[src/sac_pkg.sv]
// shared constants, types and register map of the six-axis admittance controller
package sac_pkg;

    localparam int NUM_AX    = 6;
    localparam int AXES      = 6;
    localparam int NUM_TRANS = 3;
    localparam int DATA_W    = 32;
    localparam int GAIN_W    = 24;
    localparam int CFG_IDX_W = 3;
    localparam int STATE_W   = 48;

    typedef enum logic [CFG_IDX_W-1:0] {
        REG_INV_MASS_TRANS  = 3'd0,
        REG_INV_MASS_ROT    = 3'd1,
        REG_DAMPING         = 3'd2,
        REG_STIFFNESS_TRANS = 3'd3,
        REG_STIFFNESS_ROT   = 3'd4,
        REG_STEP_TIME       = 3'd5
    } t_reg_idx;

    localparam logic [GAIN_W-1:0] RST_INV_MASS_TRANS  = 24'd4096;
    localparam logic [GAIN_W-1:0] RST_INV_MASS_ROT    = 24'd32768;
    localparam logic [GAIN_W-1:0] RST_DAMPING         = 24'd6400;
    localparam logic [GAIN_W-1:0] RST_STIFFNESS_TRANS = 24'd8960;
    localparam logic [GAIN_W-1:0] RST_STIFFNESS_ROT   = 24'd1280;
    localparam logic [GAIN_W-1:0] RST_STEP_TIME       = 24'd33554;

    typedef struct packed {
        logic [GAIN_W-1:0] inv_mass_trans;
        logic [GAIN_W-1:0] inv_mass_rot;
        logic [GAIN_W-1:0] damping;
        logic [GAIN_W-1:0] stiffness_trans;
        logic [GAIN_W-1:0] stiffness_rot;
        logic [GAIN_W-1:0] step_time;
    } t_cfg;

    typedef struct packed {
        logic [GAIN_W-1:0] inv_mass;
        logic [GAIN_W-1:0] stiffness;
        logic [GAIN_W-1:0] damping;
        logic [GAIN_W-1:0] step_time;
    } t_gain;

    typedef struct packed {
        logic busy;
        logic done;
    } t_lane_sts;

endpackage

[src/sac_intf.sv]


interface sac_out_if;
    import sac_pkg::*;
    logic                     valid;
    logic                     ready;
    logic signed [DATA_W-1:0] cmd_x;
    logic signed [DATA_W-1:0] cmd_y;
    logic signed [DATA_W-1:0] cmd_z;
    logic signed [DATA_W-1:0] cmd_rx;
    logic signed [DATA_W-1:0] cmd_ry;
    logic signed [DATA_W-1:0] cmd_rz;

    modport source (
        output valid, cmd_x, cmd_y, cmd_z, cmd_rx, cmd_ry, cmd_rz,
        input  ready
    );
    modport sink (
        input  valid, cmd_x, cmd_y, cmd_z, cmd_rx, cmd_ry, cmd_rz,
        output ready
    );
endinterface


[src/sac_merge.sv]
// collects the six axis commands into the output register
module sac_merge
    import sac_pkg::*;
(
    input  logic                     i_clk,
    input  logic                     i_rst_n,
    input  logic                     i_all_done,
    input  logic signed [DATA_W-1:0] i_cmd [NUM_AX],
    output logic                     o_ack,
    sac_out_if.source                o_out
);

    logic                     r_valid;
    logic signed [DATA_W-1:0] r_cmd [NUM_AX];

    assign o_ack = i_all_done && (!r_valid || o_out.ready);

    assign o_out.valid  = r_valid;
    assign o_out.cmd_x  = r_cmd[0];
    assign o_out.cmd_y  = r_cmd[1];
    assign o_out.cmd_z  = r_cmd[2];
    assign o_out.cmd_rx = r_cmd[3];
    assign o_out.cmd_ry = r_cmd[4];
    assign o_out.cmd_rz = r_cmd[5];

    always_ff @(posedge i_clk) begin
        if (!i_rst_n) begin
            r_valid <= 1'b0;
        end else if (o_ack) begin
            r_valid <= 1'b1;
        end else if (o_out.ready) begin
            r_valid <= 1'b0;
        end
    end

    always_ff @(posedge i_clk) begin
        if (o_ack) begin
            r_cmd <= i_cmd;
        end
    end

endmodule

[src/flat_wrapper.sv]
// flat-port wrapper written by rule: the top's interface ports become plain ports
module sac_merge_flat import sac_pkg::*;
  (i_clk, i_rst_n, i_all_done, i_cmd, o_ack, o_out_valid, o_out_cmd_x, o_out_cmd_y, o_out_cmd_z, o_out_cmd_rx, o_out_cmd_ry, o_out_cmd_rz, o_out_ready);
  sac_out_if o_out_i ();
  input  logic i_clk;
  input  logic i_rst_n;
  input  logic i_all_done;
  input  logic signed [DATA_W-1:0] i_cmd[NUM_AX];
  output logic o_ack;
  output wire logic [$bits(o_out_i.valid)-1:0] o_out_valid;
  output wire logic [$bits(o_out_i.cmd_x)-1:0] o_out_cmd_x;
  output wire logic [$bits(o_out_i.cmd_y)-1:0] o_out_cmd_y;
  output wire logic [$bits(o_out_i.cmd_z)-1:0] o_out_cmd_z;
  output wire logic [$bits(o_out_i.cmd_rx)-1:0] o_out_cmd_rx;
  output wire logic [$bits(o_out_i.cmd_ry)-1:0] o_out_cmd_ry;
  output wire logic [$bits(o_out_i.cmd_rz)-1:0] o_out_cmd_rz;
  input wire logic [$bits(o_out_i.ready)-1:0] o_out_ready;
  assign o_out_valid = o_out_i.valid;
  assign o_out_cmd_x = o_out_i.cmd_x;
  assign o_out_cmd_y = o_out_i.cmd_y;
  assign o_out_cmd_z = o_out_i.cmd_z;
  assign o_out_cmd_rx = o_out_i.cmd_rx;
  assign o_out_cmd_ry = o_out_i.cmd_ry;
  assign o_out_cmd_rz = o_out_i.cmd_rz;
  assign o_out_i.ready = o_out_ready;
  sac_merge u_core (.i_clk(i_clk), .i_rst_n(i_rst_n), .i_all_done(i_all_done), .i_cmd(i_cmd), .o_ack(o_ack), .o_out(o_out_i));
endmodule
[config.mk]
export PLATFORM = sky130hd
export DESIGN_NAME = sac_merge_flat
export DESIGN_NICKNAME = d
export VERILOG_FILES = /design/src/sac_pkg.sv /design/src/sac_intf.sv /design/src/sac_merge.sv /design/src/flat_wrapper.sv
export SDC_FILE = /design/constraint.sdc
export NUM_CORES = 1
export LEC_CHECK = 0
export BUFFER_PORTS_ARGS = -buffer_cell sky130_fd_sc_hd__clkbuf_2
export CORE_AREA = 3 3 151 153
export CTS_BUF_LIST = sky130_fd_sc_hd__clkbuf_8
export DETAILED_ROUTE_END_ITERATION = 10
export DIE_AREA = 0 0 154 156
export GPL_TIMING_DRIVEN = 0
export HOLD_SLACK_MARGIN = 0.05
export PLACE_DENSITY_LB_ADDON = 0.25
export SYNTH_ARGS = -nofsm -noshare
export SYNTH_HDL_FRONTEND = slang
export SYNTH_SLANG_ARGS = --single-unit
[constraint.sdc]
create_clock -name i_clk -period 38.4 [get_ports i_clk]
set_clock_uncertainty 0.15 [all_clocks]
set_input_delay 7.68 -clock i_clk [delete_from_list [all_inputs] [get_ports i_clk]]
set_output_delay 7.68 -clock i_clk [all_outputs]
set_load 0.01 [all_outputs]
Word-level counts from Yosys, hierarchy flattened
Cells that the tools add are included.
{"block": "totals", "register_bits": 193, "out_inout_bits": 194, "mem_bits_ro": 0, "ram_bits": 0, "word_cells": 13, "memories": 0, "latch_bits": 0}
{"block": "op_classes", "n_lt_le_gt_ge": 0, "bitwise_logic": 0, "n_addsub": 0, "n_eq_ne": 0, "div": 0, "muxes": 2, "n_shift": 0, "reduce_logical": 4, "multipliers": 0}
{"operator": "2-to-1 mux 1 bit", "n": 2}
{"operator": "nonzero test 2 bit", "n": 1}
{"operator": "logical AND 1 bit", "n": 1}
{"operator": "zero test 1 bit", "n": 1}
{"operator": "logical OR 1 bit", "n": 1}

Depth between registers and ports, before layout
{"block": "depth", "depth_word": 4, "depth_mapped": 2}

Least setup slack after synthesis
OpenSTA, ideal clock, no wires.
{"block": "synth_timing", "path_kind": "input to output", "startpoint": "input port o_out_ready", "endpoint": "output port o_ack", "n_path_buf": 0, "arrival_ns": 16.219, "stages": 2, "setup_slack_ns": 14.351, "required_ns": 30.570, "cell_sequence": "nor2b_4 > nor2b_1"}
{"block": "synth_between", "elab_chain_len": 2}
{"element": "start: declaration", "line": "flat_wrapper.sv:17", "text": "input wire logic [$bits(o_out_i.ready)-1:0] o_out_ready;"}
{"element": "logical OR 1 bit", "line": "sac_merge.sv:16", "text": "assign o_ack = i_all_done && (!r_valid || o_out.ready);"}
{"element": "logical AND 1 bit", "line": "sac_merge.sv:16"}
{"element": "end: declaration", "line": "flat_wrapper.sv:9", "text": "output logic o_ack;"}
Every way passes these cells.

Final worst setup path
Ends and elaborated chain as after synthesis.

==> results.py <==
metrics = {
    "layout": {
        "finalNonFillerCells": 903,
        "num-fill-cells": 2056,
        "ff_latch_area_um2": 5790,
        "multi_input_comb_area_um2": 35.0,
        "final_layout_size_suffix_gt1_share_pct": 68.4,
        "num-nets-final": 806,
        "final_core_util_pct": 39.7,
        "flow.area_growth_from_synthesis_pct": 48.0,
        "insertedDiodeCount": 0,
    },
    "logic_synthesis": {
        "post_synth_num_cell_types": 5,
        "synth.net_count": 392,
        "synth-xor-area-share_pct": 0,
        "yosys-mux-area-fraction_pct": 0,
        "dominant_combinational_cell_family_by_area_after_synthesis": "simple AND/OR/NAND/NOR gates",
        "synth-simple-area-share_pct": 0.344,
        "post_synthesis_compound_gate_area_fraction_pct": 0.129,
        "post_synth_fa_ha_maj_area_fraction_pct": 0,
        "post_synth.cell_area_avg_um2": 29.7,
        "yosys_warning_total": 0,
        "mappedNetlistArea_um2": 5810,
        "synthCells": 196,
        "yosys_register_bits": 193,
        "synth.yosys.seq_area_share_pct": 99.5,
    },
    "worst_setup_path": {
        "timing.critical_path.from": "o_out_ready",
        "crit_arrival_ns": 8.44,
        "cp.required_ns": 30.57,
        "worst_path_max_delay_cell": "sky130_fd_sc_hd__buf_12",
        "setup.worst_path.class": "input pin to output port",
        "r2r-start": "u_core.o_out.valid",
        "worstSetupEndpointType": "output port",
        "timing.critical_path.fanout_max": 37,
        "crit_path_start_kind": "input pin",
        "slowest_delay_ns": 0.24,
        "critical_path_cell_by_cell": "clkbuf_2, nor2b_4, nor2b_4, buf_12, clkbuf_2",
    },
    "clocking": {
        "clk_root_buffer_cell": "sky130_fd_sc_hd__clkbuf_8",
        "cts_repair_resize_count": 0,
        "cts-buffers-inserted": 17,
        "clock_tree.htree_level_count": 4,
        "postCtsSetupRepairBufs": 0,
        "clock_sink_count": 193,
        "tritoncts": "built",
        "clockBufferDepth": 2,
        "cts_hold_buffers_added": 0,
        "clk_pin_slew_worst_paths_ns": 0.10,
        "worstSkewPairLatency_ns": 0.44,
    },
    "timing": {
        "worst_slew_margin_rel_pct": 86.1,
        "layout_min_cycle_time_ns": 16.27,
        "transition_at_the_pin_with_the_smallest_max_transition_slack_ns": 0.208,
        "fmax_mhz": 61.5,
        "slew_viol_final": 0,
        "report.final.setup_viol": 0,
        "setup_tns_ns": 0,
        "final.period_utilization_pct": 42.4,
        "rsz0062_at_grt": "no",
        "hold_slack_ns": 0.490,
        "final_hold_viol_count": 0,
    },
    "floorplanning": {
        "start_util_pct": 26.8,
        "die-area_um2": 24000,
        "die-height_um": 156,
        "core-area_um2": 21700,
        "width_of_the_die_um": 154,
        "rows": 54,
        "ios": 390,
    },
    "drt": {
        "detail_route.vias_per_cell": 3.91,
        "first_iter_violations": 158,
        "detail_route.wl_per_cell_um": 16.5,
        "first_pass_iters": 4,
        "drc": 0,
        "vias": 3530,
        "drt.antenna.violating_nets": 0,
        "drt-total-wl_mm": 14.9,
    },
    "global_route": {
        "grt_antenna_before_repair": 0,
        "grt_first_pass_wirelength_mm": 21.4,
        "globalRouteOverflowTotal": 0,
        "first_global_vias": 3772,
        "largest_net_degree_at_the_start_of_global_routing": 38,
        "grt_usage_pct": 11.8,
    },
    "pwr": {
        "max-vdd-ir-drop_mv": 0.0199,
        "power_leakage_uw": 0.00374,
        "total_power_uw": 405,
        "power-per-cell-area_nw_per_um2": 47.1,
    },
    "placement": {
        "dp_cells": 871,
        "numPortBuffers": 389,
        "routabilityCongestion": 0.785,
        "place_hpwl_mm": 12.1,
    },
    "worst_hold_path": {
        "worst_hold_path_type": "flip-flop to flip-flop",
        "worst_hold_launch": "u_core.o_out.valid",
    },
    "status": {
        "run_status": "finished clean",
    },
    "flow_run": {
        "timing.max_cap.violations": 0,
    },
}
layer usage:
metal	part of all wire (%)	GRT usage [%]	wire [um]	vias up
met1	35	12.8	5210	1678
met3	10	5.30	1540	12
met2	53	20.8	7960	213
li1	-	-	-	1627
met5	0	0	0	-
met4	1.5	3.99	226	0
report_power, final:
| group | internal, uW | switching (uW) |
|---|---|---|
| Clock | 46.8 | 73.7 |
| Combinational | 16.1 | 19.2 |
| Sequential | 246 | 3.36 |
flip-flops by register name, indices dropped and copies added (netlist names):
signal and cells:
u_core.o_out.valid 1, u_core.o_out.cmd_y 32, u_core.o_out.cmd_x 32, u_core.o_out.cmd_z 32, u_core.o_out.cmd_ry 32, u_core.o_out.cmd_rx 32, u_core.o_out.cmd_rz 32
layout by cell type, fill, tap and decap left out, drive strengths merged:
cell type / netlist / routed
clkbuf: 0 / 406
clkinv: 0 / 9
edfxtp: 192 / 192
inv: 0 / 6
dfxtp: 1 / 1
nor2b: 2 / 2
buf: 0 / 6
o21a: 1 / 1
cells in the mapped netlist:
cell type / instances / area (um^2)
sky130_fd_sc_hd__edfxtp_1: 192 / 5770
sky130_fd_sc_hd__nor2b_4: 1 / 13.8
sky130_fd_sc_hd__o21a_1: 1 / 7.51
sky130_fd_sc_hd__nor2b_1: 1 / 6.26
sky130_fd_sc_hd__dfxtp_1: 1 / 20.0
path summary, 6_finish.rpt:
check        slack, ns  cells after the start                 endpoint
max              22.13                      5                    o_ack
min reg2reg       0.49                      2       u_core.o_out.valid
max reg2reg      36.56                      5  u_core.o_out.cmd_rz[29]
min               0.49                      2       u_core.o_out.valid
metrics by stage:
stage                     setup WS, ns  area, um^2
after detailed placement         22.12        8250
after global routing             22.09        8610
final                            22.13        8610
after CTS                        22.12        8610
after global placement           10.17        8110
after floorplan                  14.35        5810
final cells by class:
class / count / share of cell area, %
Clock buffer: 17 / 2.72
Clock inverter: 15 / 1.47
Multi-Input combinational cell: 3 / 0.407
Sequential cell: 193 / 67.2
Tap cell: 280 / 4.07
Timing Repair Buffer: 395 / 24.1
cells by family (layout without fill, tap and decap cells):
logic type | count (synthesis) | count (layout)
flops | 193 | 193
compound gates | 1 | 1
simple gates | 2 | 2
buf+inv | 0 | 427
critical path: cells and delay by family:
family,cells,cell delay [ns]
buffers and inverters,3,0.51
AND/OR/NAND/NOR,2,0.23
Power figures use the tool's default switching activity.
