File: config.mk
export PLATFORM = sky130hd
export DESIGN_NAME = sac_lane
export DESIGN_NICKNAME = d
export VERILOG_FILES = /design/src/sac_pkg.sv /design/src/sac_lane.sv
export SDC_FILE = /design/constraint.sdc
export NUM_CORES = 2
export LEC_CHECK = 0
export BUFFER_PORTS_ARGS = -buffer_cell sky130_fd_sc_hd__clkbuf_2
export CAP_MARGIN = 5
export CORE_MARGIN = 8
export CORE_UTILIZATION = 60
export DETAILED_ROUTE_END_ITERATION = 10
export GPL_ROUTABILITY_DRIVEN = 1
export PLACE_DENSITY = 0.78
export SYNTH_ARGS = -nofsm -noshare
export SYNTH_HDL_FRONTEND = slang
export SYNTH_SLANG_ARGS = --single-unit
File: constraint.sdc
create_clock -name i_clk -period 18.1 [get_ports i_clk]
set_input_delay 4.525 -clock i_clk [delete_from_list [all_inputs] [get_ports i_clk]]
set_output_delay 4.525 -clock i_clk [all_outputs]
set_load 0.01 [all_outputs]
File: src/sac_pkg.sv
// shared constants, types and register map of the six-axis admittance controller
package sac_pkg;

    localparam int NUM_AX    = 6;
    localparam int AXES      = 6;
    localparam int NUM_TRANS = 3;
    localparam int DATA_W    = 32;
    localparam int GAIN_W    = 24;
    localparam int CFG_IDX_W = 3;
    localparam int STATE_W   = 48;

    typedef enum logic [CFG_IDX_W-1:0] {
        REG_INV_MASS_TRANS  = 3'd0,
        REG_INV_MASS_ROT    = 3'd1,
        REG_DAMPING         = 3'd2,
        REG_STIFFNESS_TRANS = 3'd3,
        REG_STIFFNESS_ROT   = 3'd4,
        REG_STEP_TIME       = 3'd5
    } t_reg_idx;

    localparam logic [GAIN_W-1:0] RST_INV_MASS_TRANS  = 24'd4096;
    localparam logic [GAIN_W-1:0] RST_INV_MASS_ROT    = 24'd32768;
    localparam logic [GAIN_W-1:0] RST_DAMPING         = 24'd6400;
    localparam logic [GAIN_W-1:0] RST_STIFFNESS_TRANS = 24'd8960;
    localparam logic [GAIN_W-1:0] RST_STIFFNESS_ROT   = 24'd1280;
    localparam logic [GAIN_W-1:0] RST_STEP_TIME       = 24'd33554;

    typedef struct packed {
        logic [GAIN_W-1:0] inv_mass_trans;
        logic [GAIN_W-1:0] inv_mass_rot;
        logic [GAIN_W-1:0] damping;
        logic [GAIN_W-1:0] stiffness_trans;
        logic [GAIN_W-1:0] stiffness_rot;
        logic [GAIN_W-1:0] step_time;
    } t_cfg;

    typedef struct packed {
        logic [GAIN_W-1:0] inv_mass;
        logic [GAIN_W-1:0] stiffness;
        logic [GAIN_W-1:0] damping;
        logic [GAIN_W-1:0] step_time;
    } t_gain;

    typedef struct packed {
        logic busy;
        logic done;
    } t_lane_sts;

endpackage

File: src/sac_lane.sv
// one axis: mass-spring-damper update on a shared split multiplier
module sac_lane
    import sac_pkg::*;
(
    input  logic                     i_clk,
    input  logic                     i_rst_n,
    input  logic                     i_start,
    input  logic signed [DATA_W-1:0] i_force,
    input  logic signed [DATA_W-1:0] i_setp,
    input  t_gain                    i_gain,
    input  logic                     i_ack,
    output t_lane_sts                o_sts,
    output logic signed [DATA_W-1:0] o_cmd
);

    typedef enum logic [2:0] {
        ST_IDLE, ST_M0, ST_M1, ST_M2, ST_FIN, ST_CMD, ST_DONE
    } t_state;

    typedef enum logic [2:0] {
        PH_DV, PH_KX, PH_AM, PH_AT, PH_VT
    } t_phase;

    t_state r_state;
    t_phase r_phase;

    logic signed [STATE_W-1:0] r_vel;
    logic signed [STATE_W-1:0] r_def;
    logic signed [DATA_W-1:0]  r_force;
    logic signed [DATA_W-1:0]  r_setp;
    logic signed [DATA_W-1:0]  r_cmd;
    logic signed [45:0]        r_pp;
    logic signed [63:0]        r_acc;
    logic signed [48:0]        r_term;
    logic signed [39:0]        r_opnd;

    logic [GAIN_W:0]    w_a;
    logic signed [39:0] w_b;
    logic signed [20:0] w_mul_b;
    logic signed [45:0] w_pp;
    logic signed [50:0] w_kx_sum;
    logic signed [56:0] w_vel_sum;
    logic signed [56:0] w_def_sum;
    logic signed [32:0] w_cmd_sum;

    function automatic logic signed [39:0] f_sat40(input logic signed [55:0] v);
        logic signed [39:0] res;
        if (v[55:39] == {17{v[55]}}) begin
            res = v[39:0];
        end else begin
            res = v[55] ? {1'b1, 39'b0} : {1'b0, {39{1'b1}}};
        end
        return res;
    endfunction

    function automatic logic signed [47:0] f_sat48(input logic signed [56:0] v);
        logic signed [47:0] res;
        if (v[56:47] == {10{v[56]}}) begin
            res = v[47:0];
        end else begin
            res = v[56] ? {1'b1, 47'b0} : {1'b0, {47{1'b1}}};
        end
        return res;
    endfunction

    function automatic logic signed [31:0] f_sat32(input logic signed [32:0] v);
        logic signed [31:0] res;
        if (v[32] == v[31]) begin
            res = v[31:0];
        end else begin
            res = v[32] ? {1'b1, 31'b0} : {1'b0, {31{1'b1}}};
        end
        return res;
    endfunction

    // operand select per phase
    always_comb begin
        case (r_phase)
            PH_DV: begin
                w_a = {1'b0, i_gain.damping};
                w_b = {{8{r_vel[47]}}, r_vel[47:16]};
            end
            PH_KX: begin
                w_a = {1'b0, i_gain.stiffness};
                w_b = {{8{r_def[47]}}, r_def[47:16]};
            end
            PH_AM: begin
                w_a = {1'b0, i_gain.inv_mass};
                w_b = r_opnd;
            end
            PH_AT: begin
                w_a = {1'b0, i_gain.step_time};
                w_b = r_opnd;
            end
            PH_VT: begin
                w_a = {1'b0, i_gain.step_time};
                w_b = {{8{r_vel[47]}}, r_vel[47:16]};
            end
            default: begin
                w_a = '0;
                w_b = '0;
            end
        endcase
    end

    // low half unsigned, high half signed
    assign w_mul_b = (r_state == ST_M0) ? $signed({1'b0, w_b[19:0]})
                                        : $signed({w_b[39], w_b[39:20]});
    assign w_pp    = $signed(w_a) * w_mul_b;

    assign w_kx_sum  = 51'(r_force) - 51'(r_term) - 51'($signed(r_acc[56:8]));
    assign w_vel_sum = 57'($signed(r_acc[63:8])) + 57'(r_vel);
    assign w_def_sum = 57'($signed(r_acc[56:8])) + 57'(r_def);
    assign w_cmd_sum = 33'(r_setp) + 33'($signed(r_def[47:16]));

    assign o_sts.busy = (r_state != ST_IDLE);
    assign o_sts.done = (r_state == ST_DONE);
    assign o_cmd      = r_cmd;

    always_ff @(posedge i_clk) begin
        if (!i_rst_n) begin
            r_state <= ST_IDLE;
            r_phase <= PH_DV;
            r_vel   <= '0;
            r_def   <= '0;
        end else begin
            case (r_state)
                ST_IDLE: begin
                    if (i_start) begin
                        r_force <= i_force;
                        r_setp  <= i_setp;
                        r_phase <= PH_DV;
                        r_state <= ST_M0;
                    end
                end
                ST_M0: begin
                    r_pp    <= w_pp;
                    r_state <= ST_M1;
                end
                ST_M1: begin
                    r_pp    <= w_pp;
                    r_acc   <= {{18{r_pp[45]}}, r_pp};
                    r_state <= ST_M2;
                end
                ST_M2: begin
                    r_acc   <= r_acc + {r_pp[43:0], 20'b0};
                    r_state <= ST_FIN;
                end
                ST_FIN: begin
                    case (r_phase)
                        PH_DV: begin
                            r_term  <= $signed(r_acc[56:8]);
                            r_phase <= PH_KX;
                            r_state <= ST_M0;
                        end
                        PH_KX: begin
                            r_opnd  <= f_sat40(56'(w_kx_sum));
                            r_phase <= PH_AM;
                            r_state <= ST_M0;
                        end
                        PH_AM: begin
                            r_opnd  <= f_sat40(56'($signed(r_acc[63:16])));
                            r_phase <= PH_AT;
                            r_state <= ST_M0;
                        end
                        PH_AT: begin
                            r_vel   <= f_sat48(w_vel_sum);
                            r_phase <= PH_VT;
                            r_state <= ST_M0;
                        end
                        PH_VT: begin
                            r_def   <= f_sat48(w_def_sum);
                            r_phase <= PH_DV;
                            r_state <= ST_CMD;
                        end
                        default: begin
                            r_phase <= PH_DV;
                            r_state <= ST_IDLE;
                        end
                    endcase
                end
                ST_CMD: begin
                    r_cmd   <= f_sat32(w_cmd_sum);
                    r_state <= ST_DONE;
                end
                ST_DONE: begin
                    if (i_ack) begin
                        r_state <= ST_IDLE;
                    end
                end
                default: begin
                    r_state <= ST_IDLE;
                end
            endcase
        end
    end

endmodule

-- Word level (Yosys, flattened, before mapping)
Cells that the tools add are included.
- register bits: 397
- output and inout bits: 34
- logic and storage cells: 78
- $add $sub $neg: 6
- multiply operators: 1
- equality and inequality tests: 17
- multiplexer cells: 22
- reduce and logical (&&, ||, !) cells: 21
- operators by type and width (operator ; count):
    $mux 48 ; 4
    $mux 40 ; 4
    $pmux 64 s2 ; 1
    $pmux 40 s3 ; 1
    $pmux 24 s4 ; 1
    $pmux 40 s2 ; 1
    $add 64x64->64 ; 1
    $mux 32 ; 2
    $add 56x48->57 ; 1
    $sub 50x49->51 ; 1
    $add 49x48->50 ; 1
    $sub 32x49->50 ; 1
    $mul 25x21->46 ; 1
    $add 32x32->33 ; 1
    $mux 21 ; 1
    $pmux 3 s7 ; 1
    $eq 9x9->1 ; 2
    $reduce_and 2->1 ; 7
    $eq 3x2->1 const B ; 4
    $eq 3x3->1 const B ; 4
    $pmux 3 s2 ; 2
    $pmux 3 s4 ; 1
    $eq 11x11->1 ; 1
    $mux 3 ; 3
    other kinds (10) ; 20

-- Logic depth before layout (Yosys ltp)
- word-level depth: 5
- depth in mapped cells: 38
- mapped depth without buffers: 34

-- Worst setup path before layout
Ideal clock, no wire load.
- kind: input port to flip-flop
- from: input port i_gain[8] in the netlist's numbering
- to: register r_pp[45], data pin
- data arrival time: 11.785 ns
- path slack: 6.050 ns
- stages on the path: 33
- path through: mux2i_1 -> nor2_1 -> a21oi_1 -> o21ai_0 -> clkbuf_1 -> nand2_1 -> fa_1 -> inv_1 -> fa_1 -> inv_1 -> fa_1 -> inv_1 -> fa_1 -> inv_1 -> fa_1 -> inv_1 -> fa_1 -> inv_1 -> fa_1 -> inv_1 -> ha_1 -> o21a_1 -> o21ai_0 -> a32oi_1 -> a41o_1 -> a311oi_1 -> o311a_1 -> o211ai_1 -> nor3_1 -> o21ai_0 -> and2_1 -> o32ai_1 -> xnor2_1
- word-level cells in the longest chain between the ends: 2
- RTL lines (item ; line ; RTL):
    from (decl) ; sac_lane.sv:10 ; input t_gain i_gain,
    $pmux 24 s4 ; sac_lane.sv:78 ; case (r_phase)
    $mul 25x21->46 ; sac_lane.sv:109 ; assign w_pp = $signed(w_a) * w_mul_b;
    named net w_pp[45] ; sac_lane.sv:40 ; logic signed [45:0] w_pp;
    to (signal assigned) ; sac_lane.sv:137 ; r_pp <= w_pp;
    to (signal assigned) ; sac_lane.sv:141 ; r_pp <= w_pp;
    to (decl) ; sac_lane.sv:32 ; logic signed [45:0] r_pp;
The timed path passes the listed nets, and every way through them passes these cells.
A chain may end at the register's enable or synchronous reset.

-- Final worst setup path
- from: input port i_gain[10] in the netlist's numbering
- to: register r_pp[45], data pin
Same word-level chain as after synthesis.

==> results by group <==
Setup path
  • CP startpoint kind: input port
  • CP max-delay cell: o21ai_0
  • Crit Path Class: in -> reg
  • Crit. End Element: flop
  • Top delay family on crit path: adder cells
  • Origin of the worst setup path: i_gain[10]
  • WP buf/inv: 9
  • Worst path required time: 18.42 ns
  • CP max stage delay: 0.91 ns
  • RR Startpoint: r_phase[1]
  • Crit-path max FO: 7
  • Worst EP arrival: 13.57 ns

Pwr
  • Clock power share: 0.154
  • Reg power frac: 0.207
  • Combinational share of power: 0.639
  • Pint: 3290 uW
  • Switching power: 2750 uW
  • Max VDD drop: 0.000192 V
  • LEAKAGE: 0.0234 uW
  • PD cells: 121 nW/um^2
  • Sw Ratio: 0.455

Global route
  • Vias in the first global route: 39900
  • GRT Total Usage: 0.327
  • Initial antenna violation count: 0
  • Largest net degree at the start of global routing: 65
  • Global route overflow: 0
  • First-pass GRT wire length: 222000 um

Min path
  • Worst min path class: reg -> reg
  • Hold Path Origin: r_def[0]

Route
  • DRT Pass-1 Iters: 6
  • Wirelength, routed: 143000 um
  • Vias per std cell: 6.16
  • Via Count: 39200
  • Wire per inst: 22.5 um
  • Post-route DRC: 0
  • Routed Antenna Nets: 0
  • Initial DRC Count: 3172

Logic synthesis
  • Mapped Cells: 5213
  • EDFF count, synth: 287
  • Ys flop type: edfxtp_1
  • Synth Warn #: 0
  • Seq/Total Area, Yosys: 0.230
  • Mapped Area: 46400 sq um
  • Synth top area cells: fa_1 20%, edfxtp_1 19%, ha_1 11%, inv_1 5.6%, nand2_1 4.9%
  • Async SR Flop Fraction: 0
  • Seq cells post-synth: 389
  • Avg Inst Size Synth: 8.90 sq um
  • Post-Syn Nets: 6261
  • Netlist cell types: 91
  • Synth top area share: 0.202
  • Cell taking the most area after synthesis: fa_1

STA
  • Max-slew headroom: 0.102
  • Worst Tran Pin Value: 1.34 ns
  • Final setup viols: 0
  • Fin. Hold Viols: 0
  • Worst Skew: 0.0236 ns
  • Tmin final: 13.25 ns
  • Final Cycle Share: 0.732
  • Setup TNS: 0 ns
  • Max Freq: 75.5 MHz
  • RSZ-0062 raised after global routing: no
  • Slew Viols, Final: 0

Clock network
  • Postcts setup bufs: 0
  • CTS tree: done
  • Hold buffer count at CTS: 0
  • Post-cts resize count: 0
  • CTS root buffer: clkbuf_16
  • Clock transition at path regs: 0.06 ns
  • Number of buffers created by CTS: 43
  • Clk_lat worst skew: 0.59 ns
  • CTS Buffer Depth: 3
  • CTS H-tree depth: 2
  • TritonCTS Sinks: 389

Floorplan
  • Full die area: 86500 sq um
  • Core area: 77100 sq um
  • Die height: 294 um
  • Die Wd: 294 um
  • Rows: 102
  • Initial Util: 0.602
  • I/O pins: 198

Final layout
  • Commonest non-fill, non-tap cell in the layout: inv_1
  • Most frequent cells in the layout: 697 x inv_1, 606 x nand2_1, 469 x fa_1
  • Footprint of the multi-input gates: 32400 sq um
  • Area grow syn2layout: 7.55%
  • FF+latch area: 10700 sq um
  • ANT cells: 0
  • Fill cells: 6438
  • Layout cells sized above 1: 0.0801
  • Post-Layout Inst Area: 49900 sq um
  • Final-stage net count: 6332
  • Post-route insts no fill: 6358

Outcome
  • Status: completed

Placement
  • GP Congestion: 1.00
  • Dpl hpwl: 113000 um
  • Inst Count DP: 6279
  • Dpl cell area: 48500 sq um
  • Port Buf Inserts: 197

Flow run
  • Max Cap Violations: 0
[layer usage]
| layer | vias to the layer above | wire length (um) | GRT usage |
|---|---|---|---|
| met1 | 19000 | 55200 | 0.402 |
| met4 | 0 | 8870 | 0.171 |
| met3 | 425 | 12200 | 0.0563 |
| li1 | 17900 | - | - |
| met2 | 1853 | 66700 | 0.552 |
| met5 | - | 0 | 0 |
[tightest hold or removal path, cell delays in order, from the launching register on]
cell     delay (ns)
dfxtp_1        0.31
nand3_1        0.06
o21ai_0        0.07
[sequential cells by signal, indices dropped and copies added (netlist names), 40 cells and up]
name / count
r_acc: 56
r_def: 48
r_opnd: 40
r_pp: 46
r_term: 49
r_vel: 48
[logic make-up (layout without fill, tap and decap cells)]
family | count (synthesis) | count (layout) | share of synthesized area
xor gates and xnor gates | 238 | 238 | 0.0451
AOI/OAI and AO/OA | 1297 | 1297 | 0.178
muxes | 41 | 41 | 0.0126
and+or+nand+nor | 1423 | 1423 | 0.143
adders and majority gates | 887 | 887 | 0.315
DFF | 389 | 389 | 0.230
buffers and inverters | 938 | 1043 | 0.0769
[stage by stage]
step,worst slack (ns),hold slack (ns),total power (uW),utilization
5_1_grt,4.39,0.516,6550,0.648
3_3_place_gp,4.65,0.467,4970,0.629
6_report,4.85,0.490,6030,0.648
3_5_place_dp,4.47,0.481,5060,0.629
2_1_floorplan,6.05,0.451,4130,-
4_1_cts,5.07,0.493,6010,0.648
[synthesized netlist by cell type, drive strengths merged (80+ instances only)]
library cell and n:
inv 697, clkbuf 210, a21oi 391, nand2 606, o21ai 294, a21o 190
nand2b 82, xnor2 134, dfxtp 102, ha 415, xor2 104, nor2 288
and2 80, fa 469, edfxtp 287
[final cells by class]
type                    count  share of cell area
clock buffers              56              0.0236
clock inverters            23             0.00577
inverters                 698              0.0525
multi-input cells        3886               0.648
flip-flops and latches    389               0.214
well taps                1040              0.0261
repair buffers            266              0.0301
[final timing paths]
check / cells after the start / slack (ns) / endpoint
worst max-delay path: 34 / 4.85 / r_pp[45]
worst min-delay path: 2 / 0.49 / r_def[0]
worst max register to register: 33 / 7.41 / r_pp[44]
worst min register to register: 2 / 0.49 / r_def[0]
[power groups by stage]
stage / Clock [uW] / Sequential, uW / Combinational, uW
6_report: 929 / 1250 / 3860
5_1_grt: 968 / 1250 / 4330
4_1_cts: 938 / 1250 / 3820
3_5_place_dp: 0 / 1270 / 3790
3_3_place_gp: 0 / 1270 / 3710
2_1_floorplan: 0 / 1210 / 2920
Power figures use the tool's default switching activity.
