[src/sac_pkg.sv]
// shared constants, types and register map of the six-axis admittance controller
package sac_pkg;

    localparam int NUM_AX    = 6;
    localparam int AXES      = 6;
    localparam int NUM_TRANS = 3;
    localparam int DATA_W    = 32;
    localparam int GAIN_W    = 24;
    localparam int CFG_IDX_W = 3;
    localparam int STATE_W   = 48;

    typedef enum logic [CFG_IDX_W-1:0] {
        REG_INV_MASS_TRANS  = 3'd0,
        REG_INV_MASS_ROT    = 3'd1,
        REG_DAMPING         = 3'd2,
        REG_STIFFNESS_TRANS = 3'd3,
        REG_STIFFNESS_ROT   = 3'd4,
        REG_STEP_TIME       = 3'd5
    } t_reg_idx;

    localparam logic [GAIN_W-1:0] RST_INV_MASS_TRANS  = 24'd4096;
    localparam logic [GAIN_W-1:0] RST_INV_MASS_ROT    = 24'd32768;
    localparam logic [GAIN_W-1:0] RST_DAMPING         = 24'd6400;
    localparam logic [GAIN_W-1:0] RST_STIFFNESS_TRANS = 24'd8960;
    localparam logic [GAIN_W-1:0] RST_STIFFNESS_ROT   = 24'd1280;
    localparam logic [GAIN_W-1:0] RST_STEP_TIME       = 24'd33554;

    typedef struct packed {
        logic [GAIN_W-1:0] inv_mass_trans;
        logic [GAIN_W-1:0] inv_mass_rot;
        logic [GAIN_W-1:0] damping;
        logic [GAIN_W-1:0] stiffness_trans;
        logic [GAIN_W-1:0] stiffness_rot;
        logic [GAIN_W-1:0] step_time;
    } t_cfg;

    typedef struct packed {
        logic [GAIN_W-1:0] inv_mass;
        logic [GAIN_W-1:0] stiffness;
        logic [GAIN_W-1:0] damping;
        logic [GAIN_W-1:0] step_time;
    } t_gain;

    typedef struct packed {
        logic busy;
        logic done;
    } t_lane_sts;

endpackage

[src/sac_intf.sv]


interface sac_cfg_if;
    import sac_pkg::*;
    logic                 valid;
    logic                 ready;
    logic [CFG_IDX_W-1:0] index;
    logic [GAIN_W-1:0]    data;

    modport source (output valid, index, data, input ready);
    modport sink (input valid, index, data, output ready);
endinterface

[src/sac_cfg.sv]
// gain and step time registers written over the configuration channel
module sac_cfg
    import sac_pkg::*;
(
    input  logic      i_clk,
    input  logic      i_rst_n,
    sac_cfg_if.sink   i_cfg,
    output t_cfg      o_cfg
);

    t_cfg r_cfg;

    assign i_cfg.ready = 1'b1;
    assign o_cfg       = r_cfg;

    always_ff @(posedge i_clk) begin
        if (!i_rst_n) begin
            r_cfg.inv_mass_trans  <= RST_INV_MASS_TRANS;
            r_cfg.inv_mass_rot    <= RST_INV_MASS_ROT;
            r_cfg.damping         <= RST_DAMPING;
            r_cfg.stiffness_trans <= RST_STIFFNESS_TRANS;
            r_cfg.stiffness_rot   <= RST_STIFFNESS_ROT;
            r_cfg.step_time       <= RST_STEP_TIME;
        end else if (i_cfg.valid) begin
            case (t_reg_idx'(i_cfg.index))
                REG_INV_MASS_TRANS:  r_cfg.inv_mass_trans  <= i_cfg.data;
                REG_INV_MASS_ROT:    r_cfg.inv_mass_rot    <= i_cfg.data;
                REG_DAMPING:         r_cfg.damping         <= i_cfg.data;
                REG_STIFFNESS_TRANS: r_cfg.stiffness_trans <= i_cfg.data;
                REG_STIFFNESS_ROT:   r_cfg.stiffness_rot   <= i_cfg.data;
                REG_STEP_TIME:       r_cfg.step_time       <= i_cfg.data;
                default: ;
            endcase
        end
    end

endmodule

[src/flat_wrapper.sv]
// flat-port wrapper written by rule: the top's interface ports become plain ports
module sac_cfg_flat import sac_pkg::*;
  (i_clk, i_rst_n, o_cfg, i_cfg_valid, i_cfg_index, i_cfg_data, i_cfg_ready);
  sac_cfg_if i_cfg_i ();
  input  logic i_clk;
  input  logic i_rst_n;
  output t_cfg o_cfg;
  input wire logic [$bits(i_cfg_i.valid)-1:0] i_cfg_valid;
  input wire logic [$bits(i_cfg_i.index)-1:0] i_cfg_index;
  input wire logic [$bits(i_cfg_i.data)-1:0] i_cfg_data;
  output wire logic [$bits(i_cfg_i.ready)-1:0] i_cfg_ready;
  assign i_cfg_i.valid = i_cfg_valid;
  assign i_cfg_i.index = i_cfg_index;
  assign i_cfg_i.data = i_cfg_data;
  assign i_cfg_ready = i_cfg_i.ready;
  sac_cfg u_core (.i_clk(i_clk), .i_rst_n(i_rst_n), .i_cfg(i_cfg_i), .o_cfg(o_cfg));
endmodule
[config.mk]
export PLATFORM = sky130hd
export DESIGN_NAME = sac_cfg_flat
export DESIGN_NICKNAME = d
export VERILOG_FILES = /design/src/sac_pkg.sv /design/src/sac_intf.sv /design/src/sac_cfg.sv /design/src/flat_wrapper.sv
export SDC_FILE = /design/constraint.sdc
export NUM_CORES = 1
export LEC_CHECK = 0
export BUFFER_PORTS_ARGS = -buffer_cell sky130_fd_sc_hd__buf_2
export CAP_MARGIN = 20
export CORE_MARGIN = 3
export CORE_UTILIZATION = 50
export DETAILED_ROUTE_END_ITERATION = 10
export PLACE_DENSITY = 0.78
export SLEW_MARGIN = 20
export SYNTH_ARGS = -nofsm -noshare
export SYNTH_HDL_FRONTEND = slang
export SYNTH_SLANG_ARGS = --single-unit
[constraint.sdc]
create_clock -name i_clk -period 2.59 [get_ports i_clk]
set_input_delay 0.1295 -clock i_clk [delete_from_list [all_inputs] [get_ports i_clk]]
set_output_delay 0.1295 -clock i_clk [all_outputs]
set_load 0.05 [all_outputs]
* Word level (Yosys, flattened, before mapping)
Cells that the tools add are included.
** Storage, ports and cells
- Flip-flop bits (word level) :: 144
- Input port bits :: 30
- Output and inout bits :: 145
- Logic and storage cells :: 18
** Operators by class
- Equality and inequality tests :: 5
- Reduce and logical (&&, ||, !) cells :: 7
** Operators by type and width (number)
- $reduce_and A2 Y1 :: 6
- $eq A3 B2 Y1 const B :: 2
- $eq A3 B3 Y1 const B :: 2
- $eq A3 B1 Y1 const B :: 1
- $logic_not A3 Y1 :: 1

* Longest topological paths before layout
Gate-level depths: netlist (run 1).
- Depth after elaboration :: 2
- Depth in mapped cells :: 5
- Gate-level depth less buffers :: 2

* Least setup slack after synthesis (run 1)
Ideal clock, no wire load.
- Path type :: input port to flip-flop
- Start point :: in i_cfg_index[2]
- End point :: reg u_core.r_cfg, in the netlist u_core.o_cfg[137]
- Library setup time :: 0.123 ns
- Data arrival time :: 1.028 ns
- Data required time :: 2.467 ns
- Slack :: 1.439 ns
- Cell stages on the path :: 4
- Buffers on the path :: 2
- Path through :: or4b_1 -> buf_2 -> buf_6 -> mux2i_1
** On the way
- Cells in the longest elaborated chain, start to end :: 2
** RTL lines
- from (decl) :: line flat_wrapper.sv:9 : input wire logic [$bits(i_cfg_i.index)-1:0] i_cfg_index;
- $logic_not A3 Y1 :: line sac_cfg.sv:25 : case (t_reg_idx'(i_cfg.index))
- $reduce_and A2 Y1 (no source line)
- to (decl) :: line sac_cfg.sv:11 : t_cfg r_cfg;
Every way passes these cells.
A chain may end at the register's enable or synchronous reset.

* Worst setup path in the final report (run 1)
- Start point :: reg u_core.r_cfg, in the netlist u_core.o_cfg[117]
- End point :: out o_cfg[117] (netlist name)
** RTL lines
- to (decl) :: line flat_wrapper.sv:7 : output t_cfg o_cfg;
No word-level cell between the ends.

==> results of run 1 <==
-- cell type report --
class | instances | area (um^2)
fillers | 855 | 3420
well taps | 136 | 170
clock inverters | 10 | 115
clock buffers | 20 | 435
multi-input cells | 331 | 2290
flip-flops and latches | 144 | 2880
repair buffers | 193 | 1060
-- synthesized netlist by cell type --
| library cell | n |
|---|---|
| conb_1 | 1 |
| buf_2 | 14 |
| buf_4 | 3 |
| and4b_1 | 1 |
| clkbuf_1 | 21 |
| or4b_1 | 1 |
| nand2_1 | 153 |
| and4bb_2 | 1 |
| dfxtp_1 | 144 |
| nor4b_2 | 1 |
| mux2i_1 | 144 |
| nand4bb_1 | 3 |
| nor2b_1 | 24 |
| nand4b_1 | 2 |
| buf_6 | 1 |
-- cells by family after synthesis --
kind of cell,after synthesis,synth area share
other,1,0.000703
muxes,144,0.270
and+or+nand+nor,186,0.154
buffers and inverters,39,0.0342
DFF,144,0.540
-- layer usage --
layer  track usage  share of wire
met5             0              0
met4         0.112          0.025
met3        0.0876          0.094
met2         0.391           0.48
met1         0.273           0.40
-- power by group through the flow --
stage	registers [mW]	logic [mW]	clock network, mW
2_1_floorplan	2.51	0.160	0
3_3_place_gp	2.34	0.452	0
3_5_place_dp	2.34	0.460	0
4_1_cts	2.29	0.473	2.31
5_1_grt	2.30	0.500	2.39
6_report	2.29	0.471	2.27
-- repair_timing --
item / in CTS / in global routing
gates resized for setup: 0 / 0
hold endpoints to repair: 33 / 0
hold buffers: 10 / 0
-- cell usage in the layout (no fill, tap or decap) --
cell type      netlist  routed
and4b_1              1       1
and4bb_2             1       1
buf_12               0       1
buf_2               14     172
buf_4                3      10
bufinv_16            0       2
clkbuf_1            21       2
clkbuf_16            0      16
clkbuf_8             0       2
clkinv_2             0       3
clkinv_4             0       2
clkinvlp_4           0       3
conb_1               1       1
dfxtp_1            144     144
dlygate4sd3_1        0      10
mux2i_1            144     144
nand2_1            153     153
nand4b_1             2       2
nand4bb_2            0       3
nor2b_1             24      24
nor4b_4              0       1
or4b_1               1       1
-- per-stage QoR --
stage / setup slack, ns / std cells
3_3_place_gp: 1.01 / 794
4_1_cts: 1.27 / 834
3_5_place_dp: 0.936 / 794
2_1_floorplan: 1.44 / 514
6_report: 1.29 / 834
5_1_grt: 1.26 / 834
-- final timing paths --
| path | endpoint | startpoint | cells past startpoint | slack, ns |
|---|---|---|---|---|
| worst max-delay path | o_cfg[117] | u_core.o_cfg[117] | 1 | 1.29 |
| worst min-delay path | u_core.o_cfg[98] | i_cfg_data[2] | 3 | 0.02 |
| worst max register to register | u_core.o_cfg[80] | u_core.o_cfg[80] | 2 | 1.91 |
| worst min register to register | u_core.o_cfg[120] | u_core.o_cfg[120] | 2 | 0.45 |
-- worst min-delay path: cells and delay by family --
family	cells	cell delay (ns)
multiplexers	1	0.15
buffers and inverters	1	0.07
AND/OR/NAND/NOR	1	0.13
==> flow_metrics.py, run 1 <==
metrics = {
    "setup_path": {
        "critPathKind": "reg2out",
        "slowest_delay_ns": 0.38,
        "cp.required_ns": 2.46,
        "path_buf_inv": 1,
        "start_kind": "register",
        "crit_slowest_cell": "dfxtp_1",
        "endpoint_kind": "output pin",
        "crit_path_max_fanout": 2,
        "worstPathCellList": "buf_2",
        "arrival_ns": 1.17,
        "cpLargestDelayFamily": "flip-flops",
    },
    "place": {
        "dpl.hpwl_um": 9810,
        "routabilityCongestion": 0.830,
        "placed_area_um2": 6300,
        "numPortBuffers": 173,
    },
    "global_routing": {
        "grt_max_degree": 79,
        "antenna_found_initial": 0,
        "grt_pass1_vias": 4240,
        "grt.total_usage": 0.237,
        "grt_overflow": 0,
        "grt_pass1_wl_um": 21500,
    },
    "detailed_routing": {
        "wl_per_cell_um": 16.7,
        "dr_total_vias": 4280,
        "drc": 0,
        "viasPerCell": 5.13,
        "drtIter0Drc": 174,
        "ant_nets": 0,
        "wl_um": 13900,
        "dr.pass1.iters": 4,
    },
    "power": {
        "sequentialPowerShare": 0.455,
        "power_switching_mw": 1.26,
        "ir_drop_uv": 405,
        "combPwrFrac": 0.094,
        "internal_power_mw": 3.78,
        "power_density_nw_per_um2": 724,
        "p_clk_frac": 0.451,
        "sw_frac_of_total": 0.250,
        "power_mw": 5.04,
        "p_leak_nw": 3.75,
    },
    "synthesis": {
        "syn_area_um2": 5330,
        "synth-seq-cells": 144,
        "synth_cells": 514,
        "ys_warn_count": 0,
        "synth_area_leaders": "dfxtp_1 54%, mux2i_1 27%, nand2_1 11%",
        "syn_nets": 544,
        "yosys.area.top_type": "dfxtp_1",
        "avgSynthCellArea_um2": 10.4,
        "synth_top_area_frac": 0.540,
        "ys_types": 15,
        "ys_seq_area_frac": 0.540,
    },
    "timing": {
        "worstMarginPinSlew_ns": 0.701,
        "fin_hold_ws_ns": 0.0206,
        "fin_crit_ns": 1.30,
        "post-route-period-util": 0.503,
        "fin_skew_ns": 0,
        "drv_slew": 0,
        "setup_viol": 0,
        "finalSetupTns_ns": 0,
        "finalHoldViolations": 0,
        "grt_setup_unrepaired": "false",
        "max_freq_ghz": 0.767,
        "slew_headroom": 0.530,
    },
    "clock_tree": {
        "clk_path_buf_depth": 2,
        "clkLatencyLatePin_ns": 0.51,
        "clk_pin_slew_worst_paths_ns": 0.06,
        "cts_setup_buffers": 0,
        "root_buffer": "clkbuf_8",
        "cts_buffers": 17,
        "cts_max_level": 4,
        "cts_tree": "done",
        "clock-sinks": 144,
    },
    "layout": {
        "postLayoutCoreUtil": 0.670,
        "diodes": 0,
        "nets": 717,
        "layout-drive-gt1-share": 0.309,
        "area_growth_pct": 30.3,
        "final_area_um2": 6950,
        "largest_register_ffs": 144,
    },
    "run": {
        "cap_violations": 0,
    },
    "floorplan": {
        "die-area_um2": 11900,
        "rows": 37,
        "start_util": 0.514,
        "die_x_um": 109,
        "ios": 175,
        "die_y_um": 109,
        "core_region_area_um2": 10400,
    },
    "worst_hold_path": {
        "hp-class": "in2reg",
    },
    "run_status": {
        "outcome": "completed",
    },
}
Note: power is estimated with default switching activity, not from simulation.
==> run 2: changes to the inputs <==
--- a/config.mk
+++ b/config.mk
@@ -5,12 +5,13 @@
 export SDC_FILE = /design/constraint.sdc
 export NUM_CORES = 1
 export LEC_CHECK = 0
+export ABC_AREA = 1
 export BUFFER_PORTS_ARGS = -buffer_cell sky130_fd_sc_hd__buf_2
 export CAP_MARGIN = 20
 export CORE_MARGIN = 3
-export CORE_UTILIZATION = 50
+export CORE_UTILIZATION = 46
 export DETAILED_ROUTE_END_ITERATION = 10
-export PLACE_DENSITY = 0.78
+export PLACE_DENSITY = 0.75
 export SLEW_MARGIN = 20
 export SYNTH_ARGS = -nofsm -noshare
 export SYNTH_HDL_FRONTEND = slang
==> constraint.sdc (replaced) <==
create_clock -name i_clk -period 1.15 [get_ports i_clk]
set_input_delay 0.0575 -clock i_clk [delete_from_list [all_inputs] [get_ports i_clk]]
set_output_delay 0.0575 -clock i_clk [all_outputs]
set_load 0.05 [all_outputs]
==> run 2 against run 1 <==
  * Register-to-register slack got worse by 1.4 ns
  * Sequential power increased by 130%
  * Power increased to 2.6 times the previous value
  * Wire length increased by 21%
  * Critical path type unchanged
  * Highest routed layer unchanged
==> flow_metrics.py, run 2 <==
metrics = {
    "synthesis": {
        "synth-xor-area-share": 0,
        "synth_flop_cell": "dfxtp_1",
        "synthSimpleGateAreaFrac": 0.422,
        "synth-async-reset-ratio": 0,
        "yosysMostFrequentCell": "nor2_1",
        "synth_cells": 814,
        "ys_types": 15,
        "ys_warn_count": 0,
        "yosys.area.top_type": "dfxtp_1",
        "synth-adder-area-share": 0,
        "ys_seq_area_frac": 0.500,
        "syn_nets": 844,
        "synth-edff-count": 0,
        "synth_common_cells": "260 x nor2_1, 166 x nand2_1, 144 x dfxtp_1, 144 x nand3_1, 26 x inv_1",
        "synthMuxAreaShare": 0,
        "synth-seq-cells": 144,
        "synth_top_family_by_area": "simple AND/OR/NAND/NOR gates",
        "synth_area_leaders": "dfxtp_1 50%, nor2_1 17%, nand3_1 12%",
        "avgSynthCellArea_um2": 7.08,
        "synth_compound_area_frac": 0,
        "synth_top_area_frac": 0.500,
        "syn_area_um2": 5770,
    },
    "setup_path": {
        "worstPathCellList": "buf_2",
        "crit_path_max_fanout": 2,
        "cpLargestDelayFamily": "flip-flops",
        "endpoint_kind": "output pin",
        "path_buf_inv": 1,
        "crit_slowest_cell": "dfxtp_1",
        "critPathKind": "reg2out",
        "cp.required_ns": 1.09,
        "start_kind": "register",
        "slowest_delay_ns": 0.36,
        "arrival_ns": 1.05,
    },
    "detailed_routing": {
        "drc": 0,
        "wl_per_cell_um": 14.5,
        "dr.pass1.iters": 5,
        "drtIter0Drc": 611,
        "dr_total_vias": 5684,
        "wl_um": 16800,
        "viasPerCell": 4.90,
        "ant_nets": 0,
    },
    "floorplan": {
        "start_util": 0.476,
        "die_x_um": 118,
        "ios": 175,
        "die-area_um2": 13900,
        "rows": 40,
        "die_y_um": 118,
        "core_region_area_um2": 12100,
    },
    "clock_tree": {
        "clk_path_buf_depth": 2,
        "clk_pin_slew_worst_paths_ns": 0.06,
        "cts_setup_buffers": 0,
        "cts_tree": "done",
        "clkLatencyLatePin_ns": 0.42,
        "root_buffer": "clkbuf_16",
        "cts_max_level": 4,
        "clock-sinks": 144,
        "cts_buffers": 17,
    },
    "run": {
        "cap_violations": 0,
    },
    "power": {
        "ir_drop_uv": 973,
        "p_leak_nw": 3.71,
        "sw_frac_of_total": 0.267,
        "power_switching_mw": 3.47,
        "internal_power_mw": 9.52,
        "p_clk_frac": 0.456,
        "power_density_nw_per_um2": 1720,
        "sequentialPowerShare": 0.405,
        "power_mw": 13.0,
        "combPwrFrac": 0.139,
    },
    "global_routing": {
        "grt_pass1_vias": 5121,
        "grt_pass1_wl_um": 26900,
        "antenna_found_initial": 0,
        "grt_overflow": 0,
        "grt.total_usage": 0.242,
        "grt_max_degree": 60,
    },
    "timing": {
        "setup_viol": 0,
        "grt_setup_unrepaired": "false",
        "fin_skew_ns": 0,
        "post-route-period-util": 0.966,
        "worstMarginPinSlew_ns": 0.609,
        "finalHoldViolations": 0,
        "finalSetupTns_ns": 0,
        "slew_headroom": 0.593,
        "fin_crit_ns": 1.11,
        "drv_slew": 0,
        "max_freq_ghz": 0.900,
    },
    "place": {
        "routabilityCongestion": 0.809,
        "numPortBuffers": 173,
        "dpl.hpwl_um": 11400,
    },
    "layout": {
        "layout-drive-gt1-share": 0.243,
        "diodes": 0,
        "largest_register_ffs": 144,
        "final_common_cell": "nor2_1",
        "nets": 1010,
        "area_growth_pct": 31.3,
        "final_cell_mix": "258 x nor2_1, 169 x buf_2, 166 x nand2_1",
    },
    "worst_hold_path": {
        "hp-class": "in2reg",
    },
    "run_status": {
        "outcome": "completed",
    },
}
run 2: cell count changes after synthesis, moves of 11 or more:
cell,delta
nor2_1,+260
mux2i_1,-144
nand3_1,+144
inv_1,+26
nor2b_1,-24
clkbuf_1,-18
buf_4,+15
nand2_1,+13
buf_2,+11
run 2: logic make-up after synthesis:
logic type / count (synthesis)
AND/OR/NAND/NOR: 583
flip-flops: 144
buffers and inverters: 86
other: 1
run 2: cell type report:
class / count / area (um^2)
repair buffers: 203 / 1280
well taps: 168 / 210
inverters: 30 / 113
flip-flops and latches: 144 / 2880
clock inverters: 11 / 188
clock buffers: 20 / 447
fillers: 1164 / 4540
multi-input cells: 584 / 2450
run 2: metrics by stage:
step                area [um^2]  instances  hold slack (ns)  utilization  setup WS (ns)
finish                     7570       1160           0.0751        0.625         0.0395
global route               7570       1160           0.0906        0.625        0.00260
CTS                        7560       1160           0.0593        0.624         0.0218
detailed placement         6830       1119            0.284        0.564        -0.0688
global placement           6830       1119            0.282        0.564       -0.00103
floorplan                  5770        814            0.171            -          0.276
run 2: worst min-delay path, delay by kind of cell:
kind / cells / cell delay (ns)
buffers and inverters: 2 / 0.19
and+or+nand+nor: 3 / 0.22
run 2: what timing repair did:
| action | CTS | global route |
|---|---|---|
| endpoints found under the setup margin | 0 | 3 |
| resized for setup | 0 | 3 |
| endpoints found under the hold margin | 22 | 0 |
| hold buffers | 10 | 0 |
run 2: final timing paths:
path / start / to / slack [ns] / cells after the start
worst max-delay path: u_core.o_cfg[124] / o_cfg[124] / 0.04 / 1
worst min-delay path: i_cfg_data[22] / u_core.o_cfg[22] / 0.08 / 5
worst max register to register: u_core.o_cfg[127] / u_core.o_cfg[127] / 0.54 / 2
worst min register to register: u_core.o_cfg[4] / u_core.o_cfg[4] / 0.46 / 2
run 2: layer usage:
| metal | vias to the layer above | track usage | part of all wire |
|---|---|---|---|
| li1 | 2851 | - | - |
| met1 | 2558 | 0.303 | 0.43 |
| met2 | 239 | 0.384 | 0.46 |
| met3 | 36 | 0.0913 | 0.087 |
| met4 | 0 | 0.0813 | 0.022 |
| met5 | - | 0 | 0 |
run 2: power by group through the flow:
stage	Combinational [mW]	Sequential, mW	Clock [mW]
2_1_floorplan	0.682	5.97	0
3_3_place_gp	1.76	5.36	0
3_5_place_dp	1.78	5.36	0
4_1_cts	1.80	5.26	6.01
5_1_grt	1.94	5.28	6.25
6_report	1.81	5.26	5.93
==> run 3: changes to the inputs <==
--- a/config.mk
+++ b/config.mk
@@ -11,6 +11,7 @@
 export CORE_MARGIN = 3
 export CORE_UTILIZATION = 46
 export DETAILED_ROUTE_END_ITERATION = 10
+export MAX_ROUTING_LAYER = met4
 export PLACE_DENSITY = 0.75
 export SLEW_MARGIN = 20
 export SYNTH_ARGS = -nofsm -noshare
==> run 3 against run 2 <==
  * Sequential share of layout area about the same
  * Flip-flop and latch count unchanged
  * Clock power about the same
  * Utilization about the same
  * Count of clock-buffer cells in the layout unchanged
  * Worst hold slack better by 0.0035 ns
  * Register-to-register slack about the same
  * Clock skew unchanged
  * Die area unchanged
  * Critical path depth unchanged
  * Largest cell class unchanged
  * Largest power group unchanged
==> flow_metrics.py, run 3 (synthesized netlist as in run 2, its figures left out) <==
metrics = {
    "worst_hold_path": {
        "hp-class": "in2reg",
        "min_from": "i_cfg_data[22]",
        "holdPathEnd": "u_core.o_cfg[22]",
        "holdPathStages": 5,
    },
    "power": {
        "power_density_nw_per_um2": 1710,
        "ir_drop_uv": 971,
        "power_mw": 13.0,
        "p_leak_nw": 3.70,
    },
    "layout": {
        "fill_cells": 1163,
        "final_common_cell": "nor2_1",
        "largest_register_ffs": 144,
        "layout-drive-gt1-share": 0.243,
        "nets": 1010,
        "final_cell_mix": "258 x nor2_1, 167 x buf_2, 166 x nand2_1",
        "instances_no_fill": 1160,
        "diodes": 0,
        "area_growth_pct": 31.4,
    },
    "timing": {
        "fin_skew_ns": 0,
        "post-route-period-util": 0.961,
        "setup_ws_ns": 0.0448,
        "finalSetupTns_ns": 0,
        "slew_headroom": 0.590,
        "fin_crit_ns": 1.11,
        "max_freq_ghz": 0.905,
        "grt_setup_unrepaired": "false",
        "finalHoldViolations": 0,
        "setup_viol": 0,
        "drv_slew": 0,
        "worstMarginPinSlew_ns": 0.614,
    },
    "floorplan": {
        "core_region_area_um2": 12100,
        "die-area_um2": 13900,
        "rows": 40,
        "start_util": 0.476,
        "die_x_um": 118,
        "die_y_um": 118,
        "ios": 175,
    },
    "setup_path": {
        "start_kind": "register",
        "slowest_delay_ns": 0.35,
        "cp.required_ns": 1.09,
        "cpLargestDelayFamily": "flip-flops",
        "arrival_ns": 1.05,
        "crit_path_max_fanout": 2,
        "critPathKind": "reg2out",
        "regToRegSetupSlack_ns": 0.54,
        "rr_startpoint": "u_core.o_cfg[98]",
        "crit_slowest_cell": "dfxtp_1",
        "endpoint_kind": "output pin",
        "worstPathCellList": "buf_2",
        "path_buf_inv": 1,
        "r2r_end": "u_core.o_cfg[98]",
        "reg2regPathDepth": 2,
    },
    "clock_tree": {
        "cts_buffers": 17,
        "cts_max_level": 4,
        "clock-sinks": 144,
        "clk_path_buf_depth": 2,
        "root_buffer": "clkbuf_16",
        "cts_tree": "done",
        "clkLatencyLatePin_ns": 0.41,
        "clk_pin_slew_worst_paths_ns": 0.06,
    },
    "global_routing": {
        "grt.total_usage": 0.249,
        "grt_pass1_wl_um": 26900,
        "grt_pass1_vias": 5124,
        "grt_max_degree": 60,
        "grt_overflow": 0,
        "antenna_found_initial": 0,
    },
    "place": {
        "numPortBuffers": 173,
        "place_inst": 1119,
        "place_ws_ns": -0.0688,
        "routabilityCongestion": 0.821,
        "dpl.hpwl_um": 11400,
    },
    "detailed_routing": {
        "wl_per_cell_um": 14.5,
        "drc": 0,
        "dr_total_vias": 5643,
        "wl_um": 16800,
        "ant_nets": 0,
        "dr.pass1.iters": 5,
        "drtIter0Drc": 562,
        "viasPerCell": 4.86,
    },
    "run_status": {
        "outcome": "completed",
    },
    "run": {
        "cap_violations": 0,
    },
}
[run 3: changes by cell type in the layout (fill, tap and decap cells not counted)]
cell | previous run | this run
buf_2 | 169 | 167
clkbuf_4 | 3 | 5
[run 3: area by class of cell]
cell class / count / area, um^2 / area share
multi-input combinational: 584 / 2450 / 0.324
timing repair buffer: 203 / 1280 / 0.169
sequential: 144 / 2880 / 0.381
clock inverter: 11 / 188 / 0.0248
inverter: 30 / 113 / 0.0149
tap: 168 / 210 / 0.0277
clock buffer: 20 / 447 / 0.0590
[run 3: worst max-delay path by stage]
| stage | startpoint | to | slack [ns] | depth (start not counted) |
|---|---|---|---|---|
| after global placement | i_cfg_index[2] | u_core.o_cfg[101] | -0.001 | 6 |
| final | u_core.o_cfg[23] | o_cfg[23] | 0.04 | 1 |
| after CTS | u_core.o_cfg[13] | o_cfg[13] | 0.02 | 1 |
| after global routing | u_core.o_cfg[60] | o_cfg[60] | 0.0002 | 1 |
| after floorplan | i_rst_n | u_core.o_cfg[15] | 0.28 | 4 |
| after detailed placement | i_cfg_index[0] | u_core.o_cfg[34] | -0.07 | 6 |
[run 3: layer usage]
| metal | vias up | GRT usage | share of wire |
|---|---|---|---|
| li1 | 2852 | - | - |
| met1 | 2533 | 0.307 | 0.43 |
| met2 | 231 | 0.383 | 0.47 |
| met3 | 27 | 0.0889 | 0.083 |
| met4 | 0 | 0.0813 | 0.018 |
| met5 | - | - | 0 |
[run 3: stage by stage]
stage               area, um^2  hold slack, ns   util
floorplan                 5770           0.171      -
global placement          6830           0.282  0.564
detailed placement        6830           0.284  0.564
CTS                       7560          0.0593  0.624
global route              7580          0.0877  0.626
finish                    7580          0.0787  0.626
[run 3: timing repair]
action / in CTS / in global routing
setup endpoints to repair: 0 / 5
endpoints found under the hold margin: 22 / 0
hold buffers: 10 / 0
gates resized for setup: 0 / 5
setup buffers: 0 / 0
[run 3: report_power, final]
group | total [mW] | switching (mW) | leakage [nW] | internal [mW]
sequential | 5.26 | 0.0899 | 1.17 | 5.17
combinational | 1.81 | 1.33 | 2.23 | 0.475
clock | 5.92 | 2.04 | 0.302 | 3.88
total | 13.0 | 3.47 | 3.70 | 9.52
